<file path="config.mk">
export PLATFORM = sky130hd
export DESIGN_NAME = terminated_read_with_timeout_flat
export DESIGN_NICKNAME = d
export VERILOG_FILES = /design/src/rtl/core/tro_pkg.sv /design/src/rtl/core/tro_in_if.sv /design/src/rtl/core/tro_out_if.sv /design/src/rtl/core/tro_regs.sv /design/src/rtl/core/tro_engine.sv /design/src/rtl/core/terminated_read_with_timeout.sv /design/src/flat_wrapper.sv
export SDC_FILE = /design/constraint.sdc
export NUM_CORES = 1
export LEC_CHECK = 0
export BUFFER_PORTS_ARGS = -buffer_cell sky130_fd_sc_hd__buf_2
export CAP_MARGIN = 20
export CORE_AREA = 4 4 171 173
export DETAILED_ROUTE_END_ITERATION = 7
export DIE_AREA = 0 0 175 177
export GPL_TIMING_DRIVEN = 0
export PLACE_DENSITY = 0.6
export SLEW_MARGIN = 30
export SYNTH_ARGS = -nofsm -noshare
export SYNTH_HDL_FRONTEND = slang
export SYNTH_SLANG_ARGS = --single-unit
</file>
<file path="constraint.sdc">
create_clock -name i_clk -period 7.7 [get_ports i_clk]
set_clock_uncertainty 0.15 [all_clocks]
set_input_delay 1.54 -clock i_clk [delete_from_list [all_inputs] [get_ports i_clk]]
set_output_delay 1.54 -clock i_clk [all_outputs]
set_load 0.02 [all_outputs]
</file>
<file path="src/rtl/core/tro_pkg.sv">
// Shared types and constants for the terminated read with timeout block.
// No dependencies; imported by the register file, the engine and the top level.
`timescale 1ns / 1ps
`default_nettype none

package tro_pkg;

    // APB register map: 64-bit registers at 8-byte spacing
    localparam int APB_DATA_W = 64;
    localparam int APB_ADDR_W = 6;
    localparam int REG_IDX_W  = 3;

    localparam logic [REG_IDX_W-1:0] REG_TERM_PATTERN     = 3'd0;
    localparam logic [REG_IDX_W-1:0] REG_TERM_LENGTH      = 3'd1;
    localparam logic [REG_IDX_W-1:0] REG_MAX_LENGTH       = 3'd2;
    localparam logic [REG_IDX_W-1:0] REG_TIMEOUT_TICKS    = 3'd3;
    localparam logic [REG_IDX_W-1:0] REG_TIMEOUT_INFINITE = 3'd4;

    localparam logic [15:0] TICK_MAX = 16'hFFFF;

    typedef enum logic [1:0] {
        KIND_START = 2'd0,
        KIND_BYTE  = 2'd1,
        KIND_TICK  = 2'd2
    } t_kind;

    typedef enum logic [1:0] {
        REASON_OPEN    = 2'd0,
        REASON_TERM    = 2'd1,
        REASON_LENGTH  = 2'd2,
        REASON_TIMEOUT = 2'd3
    } t_reason;

    typedef struct packed {
        logic [63:0] term_pattern;
        logic [3:0]  term_length;
        logic [15:0] max_length;
        logic [15:0] timeout_ticks;
        logic        timeout_infinite;
    } t_cfg;

endpackage

`default_nettype wire

</file>
<file path="src/rtl/core/tro_in_if.sv">
// Input channel: start / byte / tick beats with valid-ready handshake.
// Depends on nothing.
`timescale 1ns / 1ps
`default_nettype none

interface tro_in_if;
    logic       valid;
    logic       ready;
    logic [1:0] kind;
    logic [7:0] rx_byte;

    modport source (output valid, output kind, output rx_byte, input ready);
    modport sink   (input valid, input kind, input rx_byte, output ready);
endinterface

`default_nettype wire

</file>
<file path="src/rtl/core/tro_out_if.sv">
// Result channel: passed-on bytes and end-of-read beats, valid-ready handshake.
// Depends on nothing.
`timescale 1ns / 1ps
`default_nettype none

interface tro_out_if;
    logic        valid;
    logic        ready;
    logic [7:0]  out_byte;
    logic        has_byte;
    logic        read_done;
    logic [1:0]  end_reason;
    logic [15:0] bytes_so_far;

    modport source (output valid, output out_byte, output has_byte, output read_done,
                    output end_reason, output bytes_so_far, input ready);
    modport sink   (input valid, input out_byte, input has_byte, input read_done,
                    input end_reason, input bytes_so_far, output ready);
endinterface

`default_nettype wire

</file>
<file path="src/rtl/core/tro_regs.sv">
// APB register file holding the read configuration.
// Depends on tro_pkg.
`timescale 1ns / 1ps
`default_nettype none

module tro_regs
    import tro_pkg::*;
(
    input  wire logic                  i_clk,
    input  wire logic                  i_rst_n,
    input  wire logic                  psel,
    input  wire logic                  penable,
    input  wire logic                  pwrite,
    input  wire logic [APB_ADDR_W-1:0] paddr,
    input  wire logic [APB_DATA_W-1:0] pwdata,
    output logic      [APB_DATA_W-1:0] prdata,
    output logic                       pready,
    output t_cfg                       o_cfg
);

    t_cfg                 r_cfg;
    logic                 w_wr;
    logic [REG_IDX_W-1:0] w_idx;

    assign pready = 1'b1;
    assign w_wr   = psel && penable && pwrite;
    assign w_idx  = paddr[APB_ADDR_W-1 -: REG_IDX_W];
    assign o_cfg  = r_cfg;

    always_ff @(posedge i_clk) begin
        if (!i_rst_n) begin
            r_cfg.term_pattern     <= '0;
            r_cfg.term_length      <= 4'd1;
            r_cfg.max_length       <= '0;
            r_cfg.timeout_ticks    <= '0;
            r_cfg.timeout_infinite <= 1'b0;
        end else if (w_wr) begin
            case (w_idx)
                REG_TERM_PATTERN:     r_cfg.term_pattern     <= pwdata;
                REG_TERM_LENGTH:      r_cfg.term_length      <= pwdata[3:0];
                REG_MAX_LENGTH:       r_cfg.max_length       <= pwdata[15:0];
                REG_TIMEOUT_TICKS:    r_cfg.timeout_ticks    <= pwdata[15:0];
                REG_TIMEOUT_INFINITE: r_cfg.timeout_infinite <= pwdata[0];
                default: ;
            endcase
        end
    end

    always_comb begin
        case (w_idx)
            REG_TERM_PATTERN:     prdata = r_cfg.term_pattern;
            REG_TERM_LENGTH:      prdata = APB_DATA_W'(r_cfg.term_length);
            REG_MAX_LENGTH:       prdata = APB_DATA_W'(r_cfg.max_length);
            REG_TIMEOUT_TICKS:    prdata = APB_DATA_W'(r_cfg.timeout_ticks);
            REG_TIMEOUT_INFINITE: prdata = APB_DATA_W'(r_cfg.timeout_infinite);
            default:              prdata = '0;
        endcase
    end

endmodule

`default_nettype wire

</file>
<file path="src/rtl/core/tro_engine.sv">
// Read state (open flag, byte history, counters), end-of-read decision and
// the result register. Depends on tro_pkg, tro_in_if and tro_out_if.
`timescale 1ns / 1ps
`default_nettype none

module tro_engine
    import tro_pkg::*;
#(
    parameter int MAX_TERM_BYTES = 8,
    parameter int COUNT_BITS     = 16
) (
    input  wire logic  i_clk,
    input  wire logic  i_rst_n,
    input  wire t_cfg  i_cfg,
    tro_in_if.sink     i_in,
    tro_out_if.source  o_out
);

    localparam int HIST_W = 8 * MAX_TERM_BYTES;
    localparam int CMP_W  = (COUNT_BITS > 16) ? COUNT_BITS : 16;

    // read state
    logic                  r_open, n_open;
    logic [HIST_W-1:0]     r_hist, n_hist;
    logic [COUNT_BITS-1:0] r_cnt, n_cnt;
    logic [15:0]           r_ticks, n_ticks;

    // result register
    logic        r_out_valid;
    logic [7:0]  r_out_byte;
    logic        r_has_byte;
    logic        r_done;
    t_reason     r_reason;
    logic [15:0] r_so_far;

    logic                  w_take;
    logic [HIST_W-1:0]     w_hist_new;
    logic [COUNT_BITS-1:0] w_cnt_inc;
    logic [15:0]           w_ticks_inc;
    logic [3:0]            w_n;
    logic [MAX_TERM_BYTES-1:0] w_eq;
    logic                  w_term_hit;
    logic                  w_len_hit;
    logic                  w_tmo_byte;
    logic                  w_tmo_tick;
    logic [CMP_W-1:0]      w_cnt_res;

    logic        w_res_valid;
    logic        w_res_has;
    logic        w_res_done;
    t_reason     w_res_reason;
    logic [15:0] w_res_cnt;

    assign i_in.ready = !r_out_valid || o_out.ready;
    assign w_take     = i_in.valid && i_in.ready;

    assign w_hist_new  = HIST_W'({r_hist, i_in.rx_byte});
    assign w_cnt_inc   = (r_cnt == '1) ? r_cnt : r_cnt + 1'b1;
    assign w_ticks_inc = (r_ticks == TICK_MAX) ? r_ticks : r_ticks + 16'd1;
    assign w_n = (i_cfg.term_length > 4'(MAX_TERM_BYTES)) ? 4'(MAX_TERM_BYTES)
                                                         : i_cfg.term_length;

    // per-byte compare; bytes beyond the terminator length always agree
    always_comb begin
        for (int k = 0; k < MAX_TERM_BYTES; k++) begin
            w_eq[k] = (w_hist_new[8*k +: 8] == i_cfg.term_pattern[8*k +: 8])
                   || (4'(k) >= w_n);
        end
    end

    assign w_term_hit = (w_n == 4'd0)
                     || ((w_cnt_inc >= COUNT_BITS'(w_n)) && (&w_eq));
    assign w_len_hit  = (i_cfg.max_length != 16'd0)
                     && (CMP_W'(w_cnt_inc) >= CMP_W'(i_cfg.max_length));
    assign w_tmo_byte = !i_cfg.timeout_infinite && (r_ticks >= i_cfg.timeout_ticks);
    assign w_tmo_tick = !i_cfg.timeout_infinite && (w_ticks_inc >= i_cfg.timeout_ticks);

    always_comb begin
        n_open       = r_open;
        n_hist       = r_hist;
        n_cnt        = r_cnt;
        n_ticks      = r_ticks;
        w_res_valid  = 1'b0;
        w_res_has    = 1'b0;
        w_res_done   = 1'b0;
        w_res_reason = REASON_OPEN;
        w_cnt_res    = CMP_W'(r_cnt);
        case (t_kind'(i_in.kind))
            KIND_START: begin
                n_open  = 1'b1;
                n_hist  = '0;
                n_cnt   = '0;
                n_ticks = '0;
            end
            KIND_BYTE: begin
                if (r_open) begin
                    n_hist      = w_hist_new;
                    n_cnt       = w_cnt_inc;
                    w_cnt_res   = CMP_W'(w_cnt_inc);
                    w_res_valid = 1'b1;
                    w_res_has   = 1'b1;
                    if (w_term_hit)      w_res_reason = REASON_TERM;
                    else if (w_len_hit)  w_res_reason = REASON_LENGTH;
                    else if (w_tmo_byte) w_res_reason = REASON_TIMEOUT;
                    w_res_done = (w_res_reason != REASON_OPEN);
                    if (w_res_done) n_open = 1'b0;
                end
            end
            KIND_TICK: begin
                if (r_open) begin
                    n_ticks = w_ticks_inc;
                    if (w_tmo_tick) begin
                        n_open       = 1'b0;
                        w_res_valid  = 1'b1;
                        w_res_done   = 1'b1;
                        w_res_reason = REASON_TIMEOUT;
                    end
                end
            end
            default: ;
        endcase
        w_res_cnt = (w_cnt_res > CMP_W'(16'hFFFF)) ? 16'hFFFF : w_cnt_res[15:0];
    end

    always_ff @(posedge i_clk) begin
        if (!i_rst_n) begin
            r_open      <= 1'b0;
            r_hist      <= '0;
            r_cnt       <= '0;
            r_ticks     <= '0;
            r_out_valid <= 1'b0;
        end else begin
            if (w_take) begin
                r_open  <= n_open;
                r_hist  <= n_hist;
                r_cnt   <= n_cnt;
                r_ticks <= n_ticks;
            end
            if (w_take) begin
                r_out_valid <= w_res_valid;
            end else if (o_out.ready) begin
                r_out_valid <= 1'b0;
            end
        end
    end

    always_ff @(posedge i_clk) begin
        if (w_take && w_res_valid) begin
            r_out_byte <= w_res_has ? i_in.rx_byte : 8'd0;
            r_has_byte <= w_res_has;
            r_done     <= w_res_done;
            r_reason   <= w_res_reason;
            r_so_far   <= w_res_cnt;
        end
    end

    assign o_out.valid        = r_out_valid;
    assign o_out.out_byte     = r_out_byte;
    assign o_out.has_byte     = r_has_byte;
    assign o_out.read_done    = r_done;
    assign o_out.end_reason   = r_reason;
    assign o_out.bytes_so_far = r_so_far;

    a_done_closes: assert property (@(posedge i_clk) disable iff (!i_rst_n)
        (w_take && w_res_valid && w_res_done) |=> !r_open)
        else $error("read still open after its last beat");

    a_done_reason: assert property (@(posedge i_clk) disable iff (!i_rst_n)
        r_out_valid |-> (r_done == (r_reason != REASON_OPEN)))
        else $error("read_done disagrees with end_reason");

    a_tick_beat: assert property (@(posedge i_clk) disable iff (!i_rst_n)
        (r_out_valid && !r_has_byte) |-> (r_reason == REASON_TIMEOUT && r_out_byte == 8'd0))
        else $error("byteless beat that is not a timeout");

    a_closed_silent: assert property (@(posedge i_clk) disable iff (!i_rst_n)
        (w_take && !r_open && i_in.kind != KIND_START) |=> !r_out_valid)
        else $error("result produced with no read open");

endmodule

`default_nettype wire

</file>
<file path="src/rtl/core/terminated_read_with_timeout.sv">
// Top level of the terminated read with timeout block.
// Depends on tro_pkg, tro_in_if, tro_out_if, tro_regs and tro_engine.
//
// Usage:
//   i_in carries one beat per item: kind start, received byte or timer tick.
//   A start beat opens a read and clears the byte count, tick count and byte
//   history; it produces no result. While a read is open each byte beat gives
//   one result on o_out with the byte and the running count; the read closes
//   on that byte when the terminator matches, the byte limit is hit, or the
//   tick count has reached the timeout (checked in that order). A tick beat
//   advances the timer and, on timeout, gives one byteless closing result.
//   Bytes and ticks with no read open, and the unused kind code, are dropped.
//   Configuration sits on the APB port (64-bit registers, 8-byte spacing).
//   The user writes it only while the block is idle; the block does not enforce this.
// Timing:
//   A result is in the output register the cycle after its beat is taken.
//   One beat per cycle is sustained while the receiver takes results, set by the
//   single state update between the input handshake and the output register.
// Reset (synchronous, active low) closes any read, loads the register
// defaults and empties the output register. When the receiver stalls, the
// held result stays put and i_in.ready drops until it is taken.
`timescale 1ns / 1ps
`default_nettype none

module terminated_read_with_timeout
    import tro_pkg::*;
#(
    parameter int MAX_TERM_BYTES = 8,
    parameter int COUNT_BITS     = 16
) (
    input  wire logic                  i_clk,
    input  wire logic                  i_rst_n,
    // configuration port
    input  wire logic                  psel,
    input  wire logic                  penable,
    input  wire logic                  pwrite,
    input  wire logic [APB_ADDR_W-1:0] paddr,
    input  wire logic [APB_DATA_W-1:0] pwdata,
    output logic      [APB_DATA_W-1:0] prdata,
    output logic                       pready,
    // beat channels
    tro_in_if.sink                     i_in,
    tro_out_if.source                  o_out
);

    t_cfg w_cfg;

    tro_regs u_regs (
        .i_clk   (i_clk),
        .i_rst_n (i_rst_n),
        .psel    (psel),
        .penable (penable),
        .pwrite  (pwrite),
        .paddr   (paddr),
        .pwdata  (pwdata),
        .prdata  (prdata),
        .pready  (pready),
        .o_cfg   (w_cfg)
    );

    tro_engine #(
        .MAX_TERM_BYTES (MAX_TERM_BYTES),
        .COUNT_BITS     (COUNT_BITS)
    ) u_engine (
        .i_clk   (i_clk),
        .i_rst_n (i_rst_n),
        .i_cfg   (w_cfg),
        .i_in    (i_in),
        .o_out   (o_out)
    );

endmodule

`default_nettype wire

</file>
<file path="src/flat_wrapper.sv">
// flat-port wrapper written by rule: the top's interface ports become plain ports
module terminated_read_with_timeout_flat import tro_pkg::*;
#(
    parameter int MAX_TERM_BYTES = 8,
    parameter int COUNT_BITS     = 16
)
  (i_clk, i_rst_n, psel, penable, pwrite, paddr, pwdata, prdata, pready, i_in_valid, i_in_kind, i_in_rx_byte, i_in_ready, o_out_valid, o_out_out_byte, o_out_has_byte, o_out_read_done, o_out_end_reason, o_out_bytes_so_far, o_out_ready);
  tro_in_if i_in_i ();
  tro_out_if o_out_i ();
  input  wire logic i_clk;
  input  wire logic i_rst_n;
  input  wire logic psel;
  input  wire logic penable;
  input  wire logic pwrite;
  input  wire logic [APB_ADDR_W-1:0] paddr;
  input  wire logic [APB_DATA_W-1:0] pwdata;
  output logic      [APB_DATA_W-1:0] prdata;
  output logic pready;
  input wire logic [$bits(i_in_i.valid)-1:0] i_in_valid;
  input wire logic [$bits(i_in_i.kind)-1:0] i_in_kind;
  input wire logic [$bits(i_in_i.rx_byte)-1:0] i_in_rx_byte;
  output wire logic [$bits(i_in_i.ready)-1:0] i_in_ready;
  output wire logic [$bits(o_out_i.valid)-1:0] o_out_valid;
  output wire logic [$bits(o_out_i.out_byte)-1:0] o_out_out_byte;
  output wire logic [$bits(o_out_i.has_byte)-1:0] o_out_has_byte;
  output wire logic [$bits(o_out_i.read_done)-1:0] o_out_read_done;
  output wire logic [$bits(o_out_i.end_reason)-1:0] o_out_end_reason;
  output wire logic [$bits(o_out_i.bytes_so_far)-1:0] o_out_bytes_so_far;
  input wire logic [$bits(o_out_i.ready)-1:0] o_out_ready;
  assign i_in_i.valid = i_in_valid;
  assign i_in_i.kind = i_in_kind;
  assign i_in_i.rx_byte = i_in_rx_byte;
  assign i_in_ready = i_in_i.ready;
  assign o_out_valid = o_out_i.valid;
  assign o_out_out_byte = o_out_i.out_byte;
  assign o_out_has_byte = o_out_i.has_byte;
  assign o_out_read_done = o_out_i.read_done;
  assign o_out_end_reason = o_out_i.end_reason;
  assign o_out_bytes_so_far = o_out_i.bytes_so_far;
  assign o_out_i.ready = o_out_ready;
  terminated_read_with_timeout #(.MAX_TERM_BYTES(MAX_TERM_BYTES), .COUNT_BITS(COUNT_BITS)) u_core (.i_clk(i_clk), .i_rst_n(i_rst_n), .psel(psel), .penable(penable), .pwrite(pwrite), .paddr(paddr), .pwdata(pwdata), .prdata(prdata), .pready(pready), .i_in(i_in_i), .o_out(o_out_i));
endmodule
</file>
# == Word level (Yosys, flattened, before mapping) ==
# Cells that the tools add are included.
# classes
add_sub_neg,2
order_cmp,14
eq_ne,18
muxes,34
n_reduce_logical,39
# op_table
cell,count
$pmux 64 s5,1
$pmux 56 s2,1
$mux 16,5
$eq 8x8->1,8
$pmux 16 s2,2
$mux 56,1
$ge 16x16->1,3
$add 16x1->16 const B,2
$eq 16x16->1 const B,2
$ge 16x4->1,1
$ge 3x4->1 const A,4
$gt 16x16->1 const B,1
$mux 2,8
$reduce_bool 16->1,1
$reduce_and 2->1,7
$mux 1,11
$logic_or 1x1->1,10
$ge 1x4->1 const A,2
$ge 2x4->1 const A,2
$logic_and 1x1->1,8
$reduce_and 8->1,1
$reduce_bool 2->1,4
$eq 3x2->1 const B,2
$reduce_and 3->1,2
15 further kinds,18
# totals
reg_bits,219
word_cells,122

# == Depth between registers and ports, before layout ==
# Gate-level depths: netlist of the first run.
# logic_depth
word_depth,14
depth_mapped,18

# == Cells and area by module ==
# A second synthesis of the first run with hierarchy kept.
# hier_totals
cells_unflattened,1370
area_unflattened_um2,12443.2
# by_module_without_submodules
mod,instances,cells_each,area_each_um2
tro_engine,1,853,7677.4
tro_regs,1,517,4765.8

# == Worst setup path before layout of the first run ==
# No wires, ideal clock.
# synth_timing
path_type,input port to flip-flop
startpoint,in i_in_kind[0]
endpoint,"reg u_core.u_engine.r_so_far[0], in the netlist u_core.u_engine.o_out.bytes_so_far[0] (enable)"
setup_time_ns,0.413
arrival_time_ns,4.104
slack_ns,3.033
cell_stages,10
path_buffers,0
cell_sequence,inv_1 > ha_1 > inv_1 > or3_1 > nor2_1 > o21ai_0 > o21ai_0 > and2_1 > o21ai_0 > nor2_1
# synth_via
elab_chain_len,3
elab_cells_between_ends,4
cone_classes,eq/ne (2); mux (1); reduce/logical (1)
# synth_rtl
element,line_no,text
start: declaration,flat_wrapper.sv:20,input wire logic [$bits(i_in_i.kind)-1:0] i_in_kind;
$eq 2x2->1 or $eq 2x1->1 (tied branches),tro_engine.sv:88,case (t_kind'(i_in.kind))
$pmux 1 s2 *,tro_engine.sv:88,
$logic_and 1x1->1 *,tro_engine.sv:148,if (w_take && w_res_valid) begin
end signal: assignment,tro_engine.sv:153,r_so_far <= w_res_cnt;
end: declaration,tro_engine.sv:34,logic [15:0] r_so_far;
# Every way passes the cells marked *; elsewhere a longest branch is shown, timed or not.
# A chain may end at the register's enable or synchronous reset.

# == Final worst setup path of the first run ==
# layout_timing
startpoint,in paddr[3]
endpoint,out prdata[47]
# layout_via
elab_chain_len,2
elab_cells_between_ends,6
cone_classes,eq/ne (4); mux (1); reduce/logical (1)
# layout_rtl
element,line_no,text
start: declaration,flat_wrapper.sv:15,input wire logic [APB_ADDR_W-1:0] paddr;
"$eq 3x3->1, or another cell as far along",tro_regs.sv:50,case (w_idx)
$pmux 64 s5 *,tro_regs.sv:50,
end: declaration,flat_wrapper.sv:17,output logic [APB_DATA_W-1:0] prdata;
# Marks and branches as above.

==> results of run 1 <==
==> tightest hold or removal path: stages (launching register included) <==
cell     delay (ps)
dfxtp_1         320
nand2_1          50
a21oi_1          50
==> logic make-up after synthesis <==
| kind of cell | share of synthesized area (%) |
|---|---|
| AO/OA/AOI/OAI | 16.76 |
| flip-flops | 40.64 |
| multiplexers | 1.766 |
| XOR/XNOR | 7.020 |
| other | 0.03267 |
| AND/OR/NAND/NOR | 23.17 |
| buffers and inverters | 4.393 |
| adder cells (fa/ha/maj) | 6.213 |
==> cell type report <==
| type | instances | area (sq um) |
|---|---|---|
| buffer | 84 | 335.3 |
| clock buffer | 38 | 747.0 |
| clock inverter | 9 | 107.6 |
| fill | 2784 | 13900 |
| inverter | 45 | 168.9 |
| multi-input combinational | 1056 | 6317 |
| sequential | 219 | 4664 |
| tap | 378 | 473.0 |
| timing repair buffer | 178 | 913.4 |
==> worst max-delay path by stage <==
stage,start,to,slack [ps]
after global placement,u_core.u_engine.r_ticks[0],u_core.u_engine.o_out.out_byte[5],1910
after floorplan,i_in_kind[0],u_core.u_engine.o_out.bytes_so_far[0],3030
after detailed placement,paddr[3],prdata[26],2550
after CTS,paddr[3],prdata[40],2540
after global routing,paddr[3],prdata[53],2320
final,paddr[3],prdata[47],2540
==> flip-flops by register name, summed over array words and instances (netlist names) <==
signal                              count
u_core.u_engine.o_out.bytes_so_far     16
u_core.u_engine.o_out.end_reason        2
u_core.u_engine.o_out.has_byte          1
u_core.u_engine.o_out.out_byte          8
u_core.u_engine.o_out.read_done         1
u_core.u_engine.o_out.valid             1
u_core.u_engine.r_cnt                  16
u_core.u_engine.r_hist                 56
u_core.u_engine.r_open                  1
u_core.u_engine.r_ticks                16
u_core.u_regs.o_cfg                   101
==> per-layer routing <==
layer  up-vias  global-route usage, %  share of wire, %  wire, microns
li1       5260                      -                 -              -
met1      4993                  32.37                45          16660
met2       387                  37.32                45          16420
met3        56                  4.593               7.7           2827
met4         6                  5.008               2.4            867
met5         -                      0              0.10             37
==> metrics by stage <==
step                instances  power (uW)
floorplan                1404        1266
global placement         1959        1335
detailed placement       1960        1338
CTS                      2007        2567
global route             2007        2623
finish                   2007        2544
==> cells in the final DEF, fill, tap and decap left out, types with 22 or more instances in the layout <==
master and instances:
a22oi_1 88, o21ai_0 36, xnor2_1 57, xor2_1 35
clkbuf_1 84, inv_1 44, nand2_1 261, nor3_1 22
a21oi_1 132, nand4_1 22, ha_1 57, and2_1 52
nor2_1 136, dfxtp_1 191, clkbuf_16 27, buf_2 181
edfxtp_1 28
==> power by group through the flow <==
stage | clock network (uW) | registers (uW) | logic, uW
6_report | 1230 | 1170 | 145
3_3_place_gp | 0 | 1190 | 142
3_5_place_dp | 0 | 1190 | 144
5_1_grt | 1300 | 1170 | 157
4_1_cts | 1250 | 1170 | 144
2_1_floorplan | 0 | 1190 | 71.2
==> results.cfg, run 1 <==
[floorplanning]
fp-row-count = 61
fp.dieW_microns = 175
initial_core_util_pct = 41.55
die-area_sq_mm = 0.03098
coreArea_sq_mm = 0.02763
dieHeight_microns = 177
pin_count = 182

[placed_design]
gp_congestion = 0.9239
port_buffers = 177
dp_hpwl_mm = 28.71
dp_slack_ps = 2549
place_area_sq_mm = 0.01287

[finish]
diodes = 0
final_nets = 1754
syn2layout_area_growth_pct = 19.59
fin_util_pct = 49.68
drive_gt1_share_pct = 15.16
finalInstanceArea_sq_mm = 0.01373

[sta]
setup_violations = 0
fin_crit_ps = 5158
fin_ws_ps = 2542
hold_viol_final = 0
fmax_mhz = 193.9
rsz0062_at_grt = no
finalSetupTns_ps = 0
tightest_slew_ps = 985.5
period_share_pct = 66.98
slew_headroom_pct = 34.06
drv_slew = 0
timing.hold.ws_ps = 324.7

[min_path]
min_path_cells = 2
min_from = u_core.u_regs.o_cfg[23]
hp-class = flip-flop to flip-flop
hold_end = u_core.u_regs.o_cfg[23]

[clocking]
clkTransAtPathRegs_ps = 60
cts_max_level = 1
clock_latency_ps = 540
cts_buffer_depth = 3
cts_made_buffers = 26
cts_tree = built
clockRootBuffer = clkbuf_16
cts_hold_buf = 0
post-cts-setup-buffers = 0
cts-resized-gates = 0
cts_sinks = 219

[logic_synthesis]
synth_top_cell_area_share_pct = 33.31
synthArstFlopShare_pct = 0
ys_ff_latch = 219
yosysTopAreaCell = dfxtp_1
synth_flop_cell = dfxtp_1
ys_warn_count = 0
syn_inst = 1404
ys_types = 61
synth_area_leaders = dfxtp_1, nand2_1, edfxtp_1
synth_nets = 1548
synth_edf_count = 28
synth.most_common_cell = nand2_1
synth_area_per_cell_sq_um = 8.176
ys_seq_area_share_pct = 40.64
synthTopCellsByCount = nand2_1, dfxtp_1, nor2_1
syn-cell-area_sq_mm = 0.01148

[power_and_ir_drop]
p_seq_share_pct = 45.9
power_frac_comb_pct = 5.7
switching_share_pct = 23.49
power.density_mw_per_mm2 = 185.3
clockPowerShare_pct = 48.3
switching_power_uw = 597.6
irDropWorstVdd_mv = 0.1553
p_int_uw = 1947
p_leak_uw = 0.005464

[routing]
first_pass_iters = 5
antenna_left = 0
drc = 0
wl_mm = 36.82
wl_per_cell_microns = 18.34
num_vias = 10700
drtIter0Drc = 997
routed_via_density = 5.332

[setup_path]
worstRegToRegCells = 14
crit_buf_inv = 4
worst-path-stages = 6
crit_type = input port to primary output
required_ps = 6010
slowest_delay_ps = 540
cp_max_fo = 10
arrival_ps = 3470
rr_endpoint = u_core.u_engine.o_out.out_byte[7]
start_kind = input port
r2r_setup_slack_ps = 2900
r2r_start = u_core.u_engine.r_ticks[0]
critPathTopFamily = buffers and inverters
end_kind = primary output
path_cells = buf_2 -> nor3_1 -> clkbuf_1 -> clkbuf_1 -> and2_1 -> buf_2
cp_slowest_cell = clkbuf_1

[grt]
grt-ovfl-total = 0
track_usage_pct = 23.13
grt_pass1_vias = 10170
grt_max_degree = 26
grt_pass1_wl_mm = 57.03
antenna_found_initial = 4

[outcome]
status = finished, final reports clean

[flow_run]
max_cap_violations = 0
Power figures use the tool's default switching activity.
==> run 2, diff against run 1 <==
==> constraint.sdc (replaced) <==
create_clock -name i_clk -period 5 [get_ports i_clk]
set_clock_uncertainty 0.15 [all_clocks]
set_input_delay 1 -clock i_clk [delete_from_list [all_inputs] [get_ports i_clk]]
set_output_delay 1 -clock i_clk [all_outputs]
set_load 0.02 [all_outputs]
==> run 2 against run 1 <==
Against the previous run: routed wire length down 0.10%; via count is 0.11% higher; setup slack lost 2100 ps; clock-buffer cell count is the same; power grew 54%; sequential cell count unchanged; first-iteration DRC count is 1.2% higher; non-clock buffer count is the same; largest cell class unchanged; highest routed layer unchanged.
==> results.cfg, run 2 (same netlist as run 1, synthesis figures left out) <==
[floorplanning]
dieHeight_microns = 177
fp.dieW_microns = 175
die-area_sq_mm = 0.03098
initial_core_util_pct = 41.55
coreArea_sq_mm = 0.02763
fp-row-count = 61
pin_count = 182

[finish]
largest_reg_flops = 101
final_nets = 1754
diodes = 0
register_area_sq_mm = 0.004664
multi_input_area_sq_mm = 0.006322
fillCellCount = 2784
final_cell_mix = nand2_1, dfxtp_1, buf_2
syn2layout_area_growth_pct = 19.63
fin_util_pct = 49.70
drive_gt1_share_pct = 15.22
mostFrequentLayoutCell = nand2_1

[placed_design]
gp_congestion = 0.9239
dp_hpwl_mm = 28.71
port_buffers = 177

[grt]
track_usage_pct = 23.13
grt_pass1_wl_mm = 57.03
grt_pass1_vias = 10170
antenna_found_initial = 4
grt-ovfl-total = 0
grt_max_degree = 26

[routing]
drtIter0Drc = 1009
wl_per_cell_microns = 18.32
wl_mm = 36.78
first_pass_iters = 5
drc = 0
antenna_left = 0
num_vias = 10710
routed_via_density = 5.338

[setup_path]
worstRegToRegCells = 14
r2r_start = u_core.u_engine.r_ticks[0]
r2r_setup_slack_ps = 400
end_kind = flip-flop
rr_endpoint = u_core.u_engine.o_out.out_byte[7]
arrival_ps = 4730
required_ps = 5130
crit_type = flip-flop to flip-flop
cp_max_fo = 25
start_kind = flip-flop

[clocking]
clockRootBuffer = clkbuf_16
cts_sinks = 219
cts_buffer_depth = 3
clkTransAtPathRegs_ps = 60
cts_tree = built
post-cts-setup-buffers = 0
cts_max_level = 1
clock_latency_ps = 540
cts_made_buffers = 26

[outcome]
status = finished, final reports clean

[min_path]
hold_end = u_core.u_regs.o_cfg[23]
min_from = u_core.u_regs.o_cfg[23]
min_path_cells = 2
hp-class = flip-flop to flip-flop

[sta]
fmax_mhz = 217.5
timing.hold.ws_ps = 327.2
period_share_pct = 91.94
drv_slew = 0
rsz0062_at_grt = no
setup_violations = 0
slew_headroom_pct = 33.92
finalSetupTns_ps = 0
tightest_slew_ps = 987.6
fin_crit_ps = 4597
hold_viol_final = 0

[power_and_ir_drop]
p_leak_uw = 0.005470
power.density_mw_per_mm2 = 285.1
irDropWorstVdd_mv = 0.2390

[flow_run]
max_cap_violations = 0
==> run 2: changes by cell type in the layout (fill, tap and decap cells not counted) <==
cell    change
nor3_2      +1
nor3_1      -1
==> run 2: metrics by stage <==
stage	instances	power (uW)	setup slack (ps)	area (sq um)
6_report	2007	3915	402.9	13730
5_1_grt	2007	4038	73.56	13730
4_1_cts	2007	3952	261.9	13730
3_5_place_dp	1960	2059	285.8	12870
3_3_place_gp	1959	2056	-786.9	12840
2_1_floorplan	1404	1950	493.6	11480
==> run 2: how the worst max path moves through the flow <==
| stage | from | endpoint | slack, ps | cells past startpoint |
|---|---|---|---|---|
| global placement | u_core.u_engine.r_ticks[0] | u_core.u_engine.o_out.out_byte[5] | -790 | 15 |
| global route | u_core.u_engine.r_ticks[0] | u_core.u_engine.o_out.bytes_so_far[8] | 70 | 14 |
| finish | u_core.u_engine.r_ticks[0] | u_core.u_engine.o_out.out_byte[7] | 400 | 14 |
| CTS | u_core.u_engine.r_ticks[0] | u_core.u_engine.o_out.out_byte[4] | 260 | 14 |
| detailed placement | u_core.u_engine.r_ticks[0] | u_core.u_engine.o_out.out_byte[5] | 290 | 14 |
| floorplan | u_core.u_engine.r_ticks[4] | u_core.u_engine.o_out.bytes_so_far[0] | 490 | 16 |
==> run 2: repair_timing <==
action,4_1_cts,5_1_grt
resized for setup,0,1
endpoints found under the setup margin,0,25
hold buffers,0,0
==> run 2: cell type report <==
class | instances | area share (%)
Clock buffer | 38 | 5.440
Multi-Input combinational cell | 1056 | 46.04
Tap cell | 378 | 3.444
Clock inverter | 9 | 0.7836
Timing Repair Buffer | 178 | 6.651
Sequential cell | 219 | 33.97
Inverter | 45 | 1.230
Buffer | 84 | 2.442
==> run 2: where the power goes <==
group | total, uW | switching [uW] | internal [uW] | leakage (uW)
Clock | 1890 | 754 | 1140 | 0.000416
Combinational | 223 | 153 | 70.3 | 0.00329
Sequential | 1800 | 10.0 | 1790 | 0.00177
==> run 2: routing by layer <==
layer / GRT usage (%) / routed length, microns / vias up
met5: 0 / 37 / -
met3: 4.593 / 2593 / 56
met1: 32.37 / 16840 / 5022
met2: 37.32 / 16460 / 369
met4: 5.008 / 846 / 6
li1: - / - / 5261
==> run 2: critical path, cell delays in order (launching register included) <==
cell	delay, ps
dfxtp_1	430
ha_1	400
nand4_1	250
nor3_2	400
nor2_1	200
nand4_1	210
xnor2_1	100
ha_1	200
or4_1	470
a221oi_1	280
o21ai_0	230
and2_1	250
o21ai_0	440
nor2_4	110
buf_16	190
